[src/rtl/core/irpwd_pkg.sv]
package irpwd_pkg;

   localparam int MSG_BYTES_DEF = 12;
   localparam int CRC_SPAN_DEF  = 10;

   localparam int CFG_W     = 8;
   localparam int CSR_IDX_W = 3;
   localparam int SAMPLE_W  = 16;
   localparam int INDEX_W   = 4;
   localparam int CRC_W     = 16;

   localparam logic [CSR_IDX_W-1:0] CSR_IDLE_LOW      = 3'd0;
   localparam logic [CSR_IDX_W-1:0] CSR_PREAMBLE_HIGH = 3'd1;
   localparam logic [CSR_IDX_W-1:0] CSR_ZERO_FLOOR    = 3'd2;
   localparam logic [CSR_IDX_W-1:0] CSR_ONE_THRESHOLD = 3'd3;
   localparam logic [CSR_IDX_W-1:0] CSR_END_GAP       = 3'd4;

   localparam logic [CFG_W-1:0] IDLE_LOW_RST      = 8'd50;
   localparam logic [CFG_W-1:0] PREAMBLE_HIGH_RST = 8'd40;
   localparam logic [CFG_W-1:0] ZERO_FLOOR_RST    = 8'd3;
   localparam logic [CFG_W-1:0] ONE_THRESHOLD_RST = 8'd10;
   localparam logic [CFG_W-1:0] END_GAP_RST       = 8'd40;

   localparam logic [CRC_W-1:0] CRC_POLY = 16'h1021;

   localparam logic KIND_BYTE  = 1'b0;
   localparam logic KIND_ERROR = 1'b1;

   typedef enum logic [1:0] {
      MODE_IDLE   = 2'd0,
      MODE_ARMED  = 2'd1,
      MODE_DECODE = 2'd2
   } mode_type;

endpackage

[src/rtl/core/ir_pulse_width_message_decoder_core.sv]
// Pulse-width IR message decoder with a CRC-16/XMODEM check.
// The request channel (req_valid, req_ready, req_sample) takes one signed
// sample per request; only its sign and whether it is nonzero are used. An
// ordinary sample leaves the block idle, so it is ready for the next one.
// A sample that ends a message with the full byte count starts a burst: the
// CRC shifter runs one bit per cycle over the first CRC_SPAN stored bytes,
// the two bytes after them are compared with it, and each of the MSG_BYTES
// result bytes is sent, waiting on rsp_ready. No request is taken in a burst.
// A sample that completes one byte too many gives a single format-error
// result with kind set and last high. Results leave from an output register on
// the rsp_ channel; while rsp_ready is low the result is held and the block
// takes no new request. The csr_ port writes the five threshold registers;
// the user must use it only while idle, which the block does not enforce.
// Reset is synchronous and active high; it restores the register defaults and
// clears the run counters and the decoder mode. The message store needs no
// clearing pass because every byte is written whole before it is read.
module ir_pulse_width_message_decoder_core #(
   parameter int MSG_BYTES = irpwd_pkg::MSG_BYTES_DEF,
   parameter int CRC_SPAN  = irpwd_pkg::CRC_SPAN_DEF
) (
   input  logic                                clock,
   input  logic                                reset,
   input  logic                                req_valid,
   output logic                                req_ready,
   input  logic signed [irpwd_pkg::SAMPLE_W-1:0] req_sample,
   output logic                                rsp_valid,
   input  logic                                rsp_ready,
   output logic                                rsp_kind,
   output logic [irpwd_pkg::INDEX_W-1:0]       rsp_byte_index,
   output logic [irpwd_pkg::CFG_W-1:0]         rsp_byte_value,
   output logic                                rsp_crc_good,
   output logic                                rsp_last,
   input  logic                                csr_we,
   input  logic [irpwd_pkg::CSR_IDX_W-1:0]     csr_index,
   input  logic [irpwd_pkg::CFG_W-1:0]         csr_wdata
);

   localparam int IDX_W  = $clog2(MSG_BYTES);
   localparam int CNT_W  = $clog2(MSG_BYTES + 1);
   localparam int SPAN_N = (CRC_SPAN < MSG_BYTES) ? CRC_SPAN : MSG_BYTES;
   localparam bit HI_IN  = (CRC_SPAN < MSG_BYTES);
   localparam bit LO_IN  = (CRC_SPAN + 1 < MSG_BYTES);
   localparam logic [IDX_W-1:0] HI_ADDR = IDX_W'(HI_IN ? CRC_SPAN : 0);
   localparam logic [IDX_W-1:0] LO_ADDR = IDX_W'(LO_IN ? CRC_SPAN + 1 : 0);
   localparam logic [CNT_W-1:0] FULL_COUNT = CNT_W'(MSG_BYTES);
   localparam logic [CNT_W-1:0] SPAN_COUNT = CNT_W'(SPAN_N);
   localparam logic [CNT_W-1:0] LAST_COUNT = CNT_W'(MSG_BYTES - 1);
   localparam int W = irpwd_pkg::CFG_W;
   localparam int C = irpwd_pkg::CRC_W;

   typedef enum logic [3:0] {
      S_IDLE,
      S_CRC_LOAD,
      S_CRC_XOR,
      S_CRC_SHIFT,
      S_HI_LOAD,
      S_HI_TAKE,
      S_LO_LOAD,
      S_LO_TAKE,
      S_EMIT_LOAD,
      S_EMIT_TAKE,
      S_EMIT
   } state_type;

   state_type             state_ff, state_in;
   logic [W-1:0]          idle_low_ff, idle_low_in;
   logic [W-1:0]          pre_high_ff, pre_high_in;
   logic [W-1:0]          zero_floor_ff, zero_floor_in;
   logic [W-1:0]          one_thr_ff, one_thr_in;
   logic [W-1:0]          end_gap_ff, end_gap_in;
   logic [W-1:0]          high_run_ff, high_run_in;
   logic [W-1:0]          low_run_ff, low_run_in;
   logic [W-1:0]          acc_ff, acc_in;
   logic [CNT_W-1:0]      byte_count_ff, byte_count_in;
   logic [2:0]            bit_pos_ff, bit_pos_in;
   irpwd_pkg::mode_type   mode_ff, mode_in;
   logic [CNT_W-1:0]      idx_ff, idx_in;
   logic [2:0]            bit_cnt_ff, bit_cnt_in;
   logic [C-1:0]          crc_ff, crc_in;
   logic [W-1:0]          rcv_hi_ff, rcv_hi_in;
   logic                  good_ff, good_in;
   logic                  rsp_valid_ff, rsp_valid_in;
   logic                  rsp_kind_ff, rsp_kind_in;
   logic [irpwd_pkg::INDEX_W-1:0] rsp_index_ff, rsp_index_in;
   logic [W-1:0]          rsp_value_ff, rsp_value_in;
   logic                  rsp_last_ff, rsp_last_in;

   logic [W-1:0]          mem [MSG_BYTES];
   logic [W-1:0]          rd_data_ff;
   logic [IDX_W-1:0]      rd_addr;
   logic                  mem_we;
   logic [IDX_W-1:0]      mem_waddr;
   logic [W-1:0]          mem_wdata;

   logic                  accept;
   logic                  pos;
   logic                  neg;
   logic [W-1:0]          low_inc;
   logic                  bit_zero;
   logic                  bit_one;
   logic [W-1:0]          acc_next;
   logic [C-1:0]          crc_shift;

   assign req_ready      = (state_ff == S_IDLE) && !rsp_valid_ff;
   assign accept         = req_valid && req_ready;
   assign pos            = (req_sample != '0) && !req_sample[irpwd_pkg::SAMPLE_W-1];
   assign neg            = req_sample[irpwd_pkg::SAMPLE_W-1];
   assign low_inc        = (low_run_ff == '1) ? low_run_ff : low_run_ff + 1'b1;
   assign bit_zero       = (high_run_ff > zero_floor_ff) && (high_run_ff < one_thr_ff);
   assign bit_one        = (high_run_ff > one_thr_ff);
   assign acc_next       = {acc_ff[W-2:0], bit_one};
   assign crc_shift      = crc_ff[C-1] ? ({crc_ff[C-2:0], 1'b0} ^ irpwd_pkg::CRC_POLY)
                                       : {crc_ff[C-2:0], 1'b0};

   assign rsp_valid      = rsp_valid_ff;
   assign rsp_kind       = rsp_kind_ff;
   assign rsp_byte_index = rsp_index_ff;
   assign rsp_byte_value = rsp_value_ff;
   assign rsp_crc_good   = good_ff;
   assign rsp_last       = rsp_last_ff;

   always_comb begin
      case (state_ff)
         S_HI_LOAD: begin
            rd_addr = HI_ADDR;
         end
         S_LO_LOAD: begin
            rd_addr = LO_ADDR;
         end
         default: begin
            rd_addr = idx_ff[IDX_W-1:0];
         end
      endcase
   end

   always_comb begin
      state_in      = state_ff;
      idle_low_in   = idle_low_ff;
      pre_high_in   = pre_high_ff;
      zero_floor_in = zero_floor_ff;
      one_thr_in    = one_thr_ff;
      end_gap_in    = end_gap_ff;
      high_run_in   = high_run_ff;
      low_run_in    = low_run_ff;
      acc_in        = acc_ff;
      byte_count_in = byte_count_ff;
      bit_pos_in    = bit_pos_ff;
      mode_in       = mode_ff;
      idx_in        = idx_ff;
      bit_cnt_in    = bit_cnt_ff;
      crc_in        = crc_ff;
      rcv_hi_in     = rcv_hi_ff;
      good_in       = good_ff;
      rsp_valid_in  = rsp_valid_ff;
      rsp_kind_in   = rsp_kind_ff;
      rsp_index_in  = rsp_index_ff;
      rsp_value_in  = rsp_value_ff;
      rsp_last_in   = rsp_last_ff;
      mem_we        = 1'b0;
      mem_waddr     = byte_count_ff[IDX_W-1:0];
      mem_wdata     = acc_next;

      if (csr_we) begin
         case (csr_index)
            irpwd_pkg::CSR_IDLE_LOW: begin
               idle_low_in = csr_wdata;
            end
            irpwd_pkg::CSR_PREAMBLE_HIGH: begin
               pre_high_in = csr_wdata;
            end
            irpwd_pkg::CSR_ZERO_FLOOR: begin
               zero_floor_in = csr_wdata;
            end
            irpwd_pkg::CSR_ONE_THRESHOLD: begin
               one_thr_in = csr_wdata;
            end
            irpwd_pkg::CSR_END_GAP: begin
               end_gap_in = csr_wdata;
            end
            default: begin
            end
         endcase
      end

      case (state_ff)
         S_IDLE: begin
            if (accept && pos) begin
               high_run_in = (high_run_ff == '1) ? high_run_ff : high_run_ff + 1'b1;
               low_run_in  = '0;
            end else if (accept && neg && (high_run_ff != '0)) begin
               high_run_in = '0;
               low_run_in  = low_inc;
               if (mode_ff == irpwd_pkg::MODE_ARMED) begin
                  if (high_run_ff > pre_high_ff) begin
                     mode_in = irpwd_pkg::MODE_DECODE;
                  end else begin
                     low_run_in = '0;
                     mode_in    = irpwd_pkg::MODE_IDLE;
                  end
               end else if ((mode_ff == irpwd_pkg::MODE_DECODE) && (bit_zero || bit_one)) begin
                  acc_in = acc_next;
                  if (bit_pos_ff == 3'd7) begin
                     bit_pos_in = '0;
                     if (byte_count_ff == FULL_COUNT) begin
                        low_run_in    = '0;
                        byte_count_in = '0;
                        mode_in       = irpwd_pkg::MODE_IDLE;
                        rsp_valid_in  = 1'b1;
                        rsp_kind_in   = irpwd_pkg::KIND_ERROR;
                        rsp_index_in  = '0;
                        rsp_value_in  = '0;
                        good_in       = 1'b0;
                        rsp_last_in   = 1'b1;
                        state_in      = S_EMIT;
                     end else begin
                        mem_we        = 1'b1;
                        byte_count_in = byte_count_ff + 1'b1;
                     end
                  end else begin
                     bit_pos_in = bit_pos_ff + 1'b1;
                  end
               end
            end else if (accept && neg) begin
               low_run_in = low_inc;
               if ((mode_ff == irpwd_pkg::MODE_IDLE) && (low_inc > idle_low_ff)) begin
                  mode_in = irpwd_pkg::MODE_ARMED;
               end else if ((mode_ff == irpwd_pkg::MODE_DECODE) && (low_inc > end_gap_ff)) begin
                  if ((byte_count_ff == FULL_COUNT) && (bit_pos_ff == '0)) begin
                     idx_in   = '0;
                     crc_in   = '0;
                     state_in = S_CRC_LOAD;
                  end
                  low_run_in    = '0;
                  byte_count_in = '0;
                  bit_pos_in    = '0;
                  mode_in       = irpwd_pkg::MODE_IDLE;
               end
            end
         end
         S_CRC_LOAD: begin
            state_in = S_CRC_XOR;
         end
         S_CRC_XOR: begin
            crc_in     = crc_ff ^ {rd_data_ff, 8'h00};
            bit_cnt_in = '0;
            state_in   = S_CRC_SHIFT;
         end
         S_CRC_SHIFT: begin
            crc_in     = crc_shift;
            bit_cnt_in = bit_cnt_ff + 1'b1;
            if (bit_cnt_ff == 3'd7) begin
               idx_in = idx_ff + 1'b1;
               if (idx_ff + 1'b1 == SPAN_COUNT) begin
                  state_in = S_HI_LOAD;
               end else begin
                  state_in = S_CRC_LOAD;
               end
            end
         end
         S_HI_LOAD: begin
            state_in = S_HI_TAKE;
         end
         S_HI_TAKE: begin
            rcv_hi_in = HI_IN ? rd_data_ff : '0;
            state_in  = S_LO_LOAD;
         end
         S_LO_LOAD: begin
            state_in = S_LO_TAKE;
         end
         S_LO_TAKE: begin
            good_in  = (crc_ff == {rcv_hi_ff, (LO_IN ? rd_data_ff : 8'h00)});
            idx_in   = '0;
            state_in = S_EMIT_LOAD;
         end
         S_EMIT_LOAD: begin
            state_in = S_EMIT_TAKE;
         end
         S_EMIT_TAKE: begin
            rsp_valid_in = 1'b1;
            rsp_kind_in  = irpwd_pkg::KIND_BYTE;
            rsp_index_in = irpwd_pkg::INDEX_W'(idx_ff);
            rsp_value_in = rd_data_ff;
            rsp_last_in  = (idx_ff == LAST_COUNT);
            state_in     = S_EMIT;
         end
         S_EMIT: begin
            if (rsp_ready) begin
               rsp_valid_in = 1'b0;
               if (rsp_last_ff) begin
                  state_in = S_IDLE;
               end else begin
                  idx_in   = idx_ff + 1'b1;
                  state_in = S_EMIT_LOAD;
               end
            end
         end
         default: begin
            state_in = S_IDLE;
         end
      endcase
   end

   always_ff @(posedge clock) begin
      if (mem_we) begin
         mem[mem_waddr] <= mem_wdata;
      end
      rd_data_ff <= mem[rd_addr];
   end

   always_ff @(posedge clock) begin
      if (reset) begin
         state_ff      <= S_IDLE;
         idle_low_ff   <= irpwd_pkg::IDLE_LOW_RST;
         pre_high_ff   <= irpwd_pkg::PREAMBLE_HIGH_RST;
         zero_floor_ff <= irpwd_pkg::ZERO_FLOOR_RST;
         one_thr_ff    <= irpwd_pkg::ONE_THRESHOLD_RST;
         end_gap_ff    <= irpwd_pkg::END_GAP_RST;
         high_run_ff   <= '0;
         low_run_ff    <= '0;
         byte_count_ff <= '0;
         bit_pos_ff    <= '0;
         mode_ff       <= irpwd_pkg::MODE_IDLE;
         rsp_valid_ff  <= 1'b0;
      end else begin
         state_ff      <= state_in;
         idle_low_ff   <= idle_low_in;
         pre_high_ff   <= pre_high_in;
         zero_floor_ff <= zero_floor_in;
         one_thr_ff    <= one_thr_in;
         end_gap_ff    <= end_gap_in;
         high_run_ff   <= high_run_in;
         low_run_ff    <= low_run_in;
         byte_count_ff <= byte_count_in;
         bit_pos_ff    <= bit_pos_in;
         mode_ff       <= mode_in;
         rsp_valid_ff  <= rsp_valid_in;
      end
      acc_ff       <= acc_in;
      idx_ff       <= idx_in;
      bit_cnt_ff   <= bit_cnt_in;
      crc_ff       <= crc_in;
      rcv_hi_ff    <= rcv_hi_in;
      good_ff      <= good_in;
      rsp_kind_ff  <= rsp_kind_in;
      rsp_index_ff <= rsp_index_in;
      rsp_value_ff <= rsp_value_in;
      rsp_last_ff  <= rsp_last_in;
   end

endmodule
[config.mk]
export PLATFORM = sky130hd
export DESIGN_NAME = ir_pulse_width_message_decoder_core
export DESIGN_NICKNAME = d
export VERILOG_FILES = /design/src/rtl/core/irpwd_pkg.sv /design/src/rtl/core/ir_pulse_width_message_decoder_core.sv
export SDC_FILE = /design/constraint.sdc
export NUM_CORES = 1
export LEC_CHECK = 0
export BUFFER_PORTS_ARGS = -buffer_cell sky130_fd_sc_hd__buf_2
export CAP_MARGIN = 10
export CORE_MARGIN = 8
export CORE_UTILIZATION = 56
export CTS_BUF_LIST = sky130_fd_sc_hd__clkbuf_16
export DETAILED_ROUTE_END_ITERATION = 16
export HOLD_SLACK_MARGIN = 0.02
export PLACE_DENSITY = 0.77
export SLEW_MARGIN = 40
export SYNTH_ARGS = -nofsm -noshare
export SYNTH_HDL_FRONTEND = slang
export SYNTH_SLANG_ARGS = --single-unit
[constraint.sdc]
create_clock -name clock -period 4.22 [get_ports clock]
set_input_delay 0.422 -clock clock [delete_from_list [all_inputs] [get_ports clock]]
set_output_delay 0.422 -clock clock [all_outputs]
set_load 0.05 [all_outputs]
==> impl_metrics.yaml <==
status:
  status: "finished clean"
floorplan:
  die_x_um: 154
  die_h_um: 154
  rows: 50
  start_util_pct: 57.1
  num_io_pins: 49
  core_mm2: 0.0187
  dieArea_mm2: 0.0237
pwr:
  finalPower_mw: 4.72
  switching_share_pct: 20.1
  p_int_mw: 3.77
  p_leak_nw: 4.49
  powerDensity_mw_per_mm2: 391
  ir_worst_vdd_mv: 0.280
  combinationalPowerShare_pct: 2.6
  clockPowerShare_pct: 47.4
  pwr-share-seq_pct: 50.0
  p_switching_mw: 0.947
logic_synthesis:
  synth_top_family_by_area: "simple AND/OR/NAND/NOR gates"
  syn_inst: 902
  synth_area_mm2: 0.0107
  synth-simple-area-share_pct: 14.6
  seq_area_frac_synth_pct: 56.6
  netlist_top_cells_count: "149 x edfxtp_1, 108 x nand2_1, 78 x dfxtp_1"
  async_flop_share_pct: 0
  ys.warnings.count: 0
  synth_top_area_share_pct: 41.9
  synth.avg_cell_area_um2: 11.8
  yosysTopAreaCell: "edfxtp_1"
  synth_edf_count: 149
  synth_cell_type_count: 72
  syn_nets: 988
  synth_mux_area_share_pct: 6.68
  synth_most_common_cell: "edfxtp_1"
  synthAdderAreaFrac_pct: 6.33
  yosys.area_share.xor_xnor_pct: 3.12
  ys_ff_latch: 227
  synth_compound_area_share_pct: 9.24
  synth_ff_type: "edfxtp_1"
  ys_top_cells_by_area: "edfxtp_1 42%, dfxtp_1 15%, ha_1 6.3%"
timing:
  slew_violations: 0
  finalSetupTns_ns: 0
  fmax_mhz: 263
  period_share_pct: 90.0
  hold_ws_ns: 0.198
  fin_crit_ns: 3.80
  skew_ns: 0.0133
  grt_setup_unrepaired: "no"
  maxSlewHeadroom_pct: 45.7
  tightestPinTransition_ns: 0.814
  setup_viol: 0
  hold_violations: 0
clock_network:
  cts-resized-gates: 0
  root_buffer: "clkbuf_16"
  ctsHoldBuffers: 0
  post_cts_buffers: 0
  htreeDepth: 1
  cts.sinks: 227
  clkLatencyLatePin_ns: 0.52
  cts_buffer_depth: 3
  clk_pin_slew_ns: 0.06
  cts_tree: "built"
  cts_buffers: 24
flow_run:
  maxCapViolations: 0
setup_path:
  worstPathCellList: "ha_1 > nand2_1 > nor2_1 > and3_2 > nor2_1 > nand3_1 > xor2_1 > inv_1 > ha_1 > and4_1 > nor3b_1 > a21bo_2 > and2_1 > o21ai_2 > o211a_1 > nor2b_1 > buf_4"
  cpMaxStageDelayCell: "dfxtp_1"
  worst-setup-path-type: "reg -> reg"
  cp-start-kind: "flip-flop"
  crit_buf_inv: 2
  r2r_slack_ns: 0.42
  crit_arrival_ns: 4.03
  slowest_delay_ns: 0.41
  critPathTopFamily: "simple AND/OR/NAND/NOR gates"
  crit_fanout: 8
  cp-end-kind: "flip-flop"
  worstPathRequired_ns: 4.45
final_layout:
  diodes: 0
  final_area_mm2: 0.0121
  drive_above_1_share_pct: 15.6
  syn_to_final_growth_pct: 13.0
  seqCellArea_mm2: 0.00604
  fin_cells: 1215
  n_fill_cell: 1382
  nNetsFinal: 1049
  multi_input_area_mm2: 0.00429
grt:
  antenna_found_initial: 0
  grt_pass1_vias: 6929
  grt_max_degree: 50
  grt_use_total_pct: 19.0
  overflow: 0
  grt_pass1_wl_mm: 36.1
placement:
  gp_congestion: 0.834
  postPlaceCellArea_mm2: 0.0112
  dp_hpwl_mm: 15.3
  post-place-cells: 1171
  io_buffers: 48
drt:
  drtPass1Iterations: 5
  drtIter0Drc: 517
  drc: 0
  viasPerCell: 5.83
  wl_per_cell_um: 18.5
  vias: 7078
  final_antenna_net_count: 0
  totalWireLength_mm: 22.5
worst_hold_path:
  hp-class: "in -> reg"
[logic make-up after synthesis]
family | after synthesis
buffers and inverters | 90
multiplexers | 40
AND/OR/NAND/NOR | 303
XOR/XNOR | 38
flip-flops | 227
adder cells (fa/ha/maj) | 54
AO/OA/AOI/OAI | 150
[power groups by stage]
stage | clock (mW) | combinational [mW] | sequential (mW)
finish | 2.24 | 0.123 | 2.36
global route | 2.34 | 0.137 | 2.36
CTS | 2.26 | 0.122 | 2.36
detailed placement | 0 | 0.121 | 2.41
global placement | 0 | 0.118 | 2.41
floorplan | 0 | 0.0756 | 2.40
[worst min-delay path: stages]
cell	delay (ns)
buf_2	0.14
nand2_1	0.06
a21oi_1	0.05
[flip-flops by register name (all words and copies together) (netlist names), 7 cells and up]
signal / count
high_run_ff: 8
pre_high_ff: 8
zero_floor_ff: 8
rd_data_ff: 8
idle_low_ff: 8
one_thr_ff: 8
crc_ff: 16
rsp_byte_value: 8
end_gap_ff: 8
rcv_hi_ff: 8
acc_ff: 7
mem: 96
low_run_ff: 8
[worst paths after layout]
path                                            startpoint                       endpoint  depth (start not counted)
worst max-delay path            low_run_ff[0]$_SDFFE_PP0P_            crc_ff[3]$_DFFE_PP_                         17
worst min-delay path                          csr_wdata[7]  zero_floor_ff[7]$_SDFFE_PP0P_                          3
worst max register to register  low_run_ff[0]$_SDFFE_PP0P_            crc_ff[3]$_DFFE_PP_                         17
worst min register to register  one_thr_ff[5]$_SDFFE_PP0P_     one_thr_ff[5]$_SDFFE_PP0P_                          2
[stage by stage]
stage          util, %  worst slack [ns]
2_1_floorplan        -             0.217
3_3_place_gp      59.8             0.373
3_5_place_dp      59.9             0.311
4_1_cts           64.4             0.265
5_1_grt           64.5            0.0480
6_report          64.5             0.422
[cell type report]
type	instances	share of cell area, %
repair buffers	64	2.99
flip-flops and latches	227	50.1
clock buffers	25	5.19
multi-input cells	585	35.6
well taps	234	2.43
clock inverters	19	1.84
inverters	61	1.90
[layout by cell type, fill, tap and decap left out, drive strengths merged, types with 14 or more instances in the layout]
cell      n
mux4     24
clkbuf   25
edfxtp  149
a21oi    64
nand2   110
buf      64
ha       54
and3     14
nor3     17
mux2i    16
xor2     31
and2     31
nand3    24
dfxtp    78
nor2     52
inv      65
o21ai    24
[layer usage]
| metal | track usage [%] | vias to the layer above | share of wire (%) |
|---|---|---|---|
| met5 | 0 | - | 0 |
| met4 | 5.23 | 0 | 1.7 |
| met3 | 2.89 | 30 | 5.9 |
| met2 | 32.0 | 209 | 48 |
| met1 | 25.1 | 3420 | 44 |
| li1 | - | 3419 | - |
(Power assumes the default switching activity.)
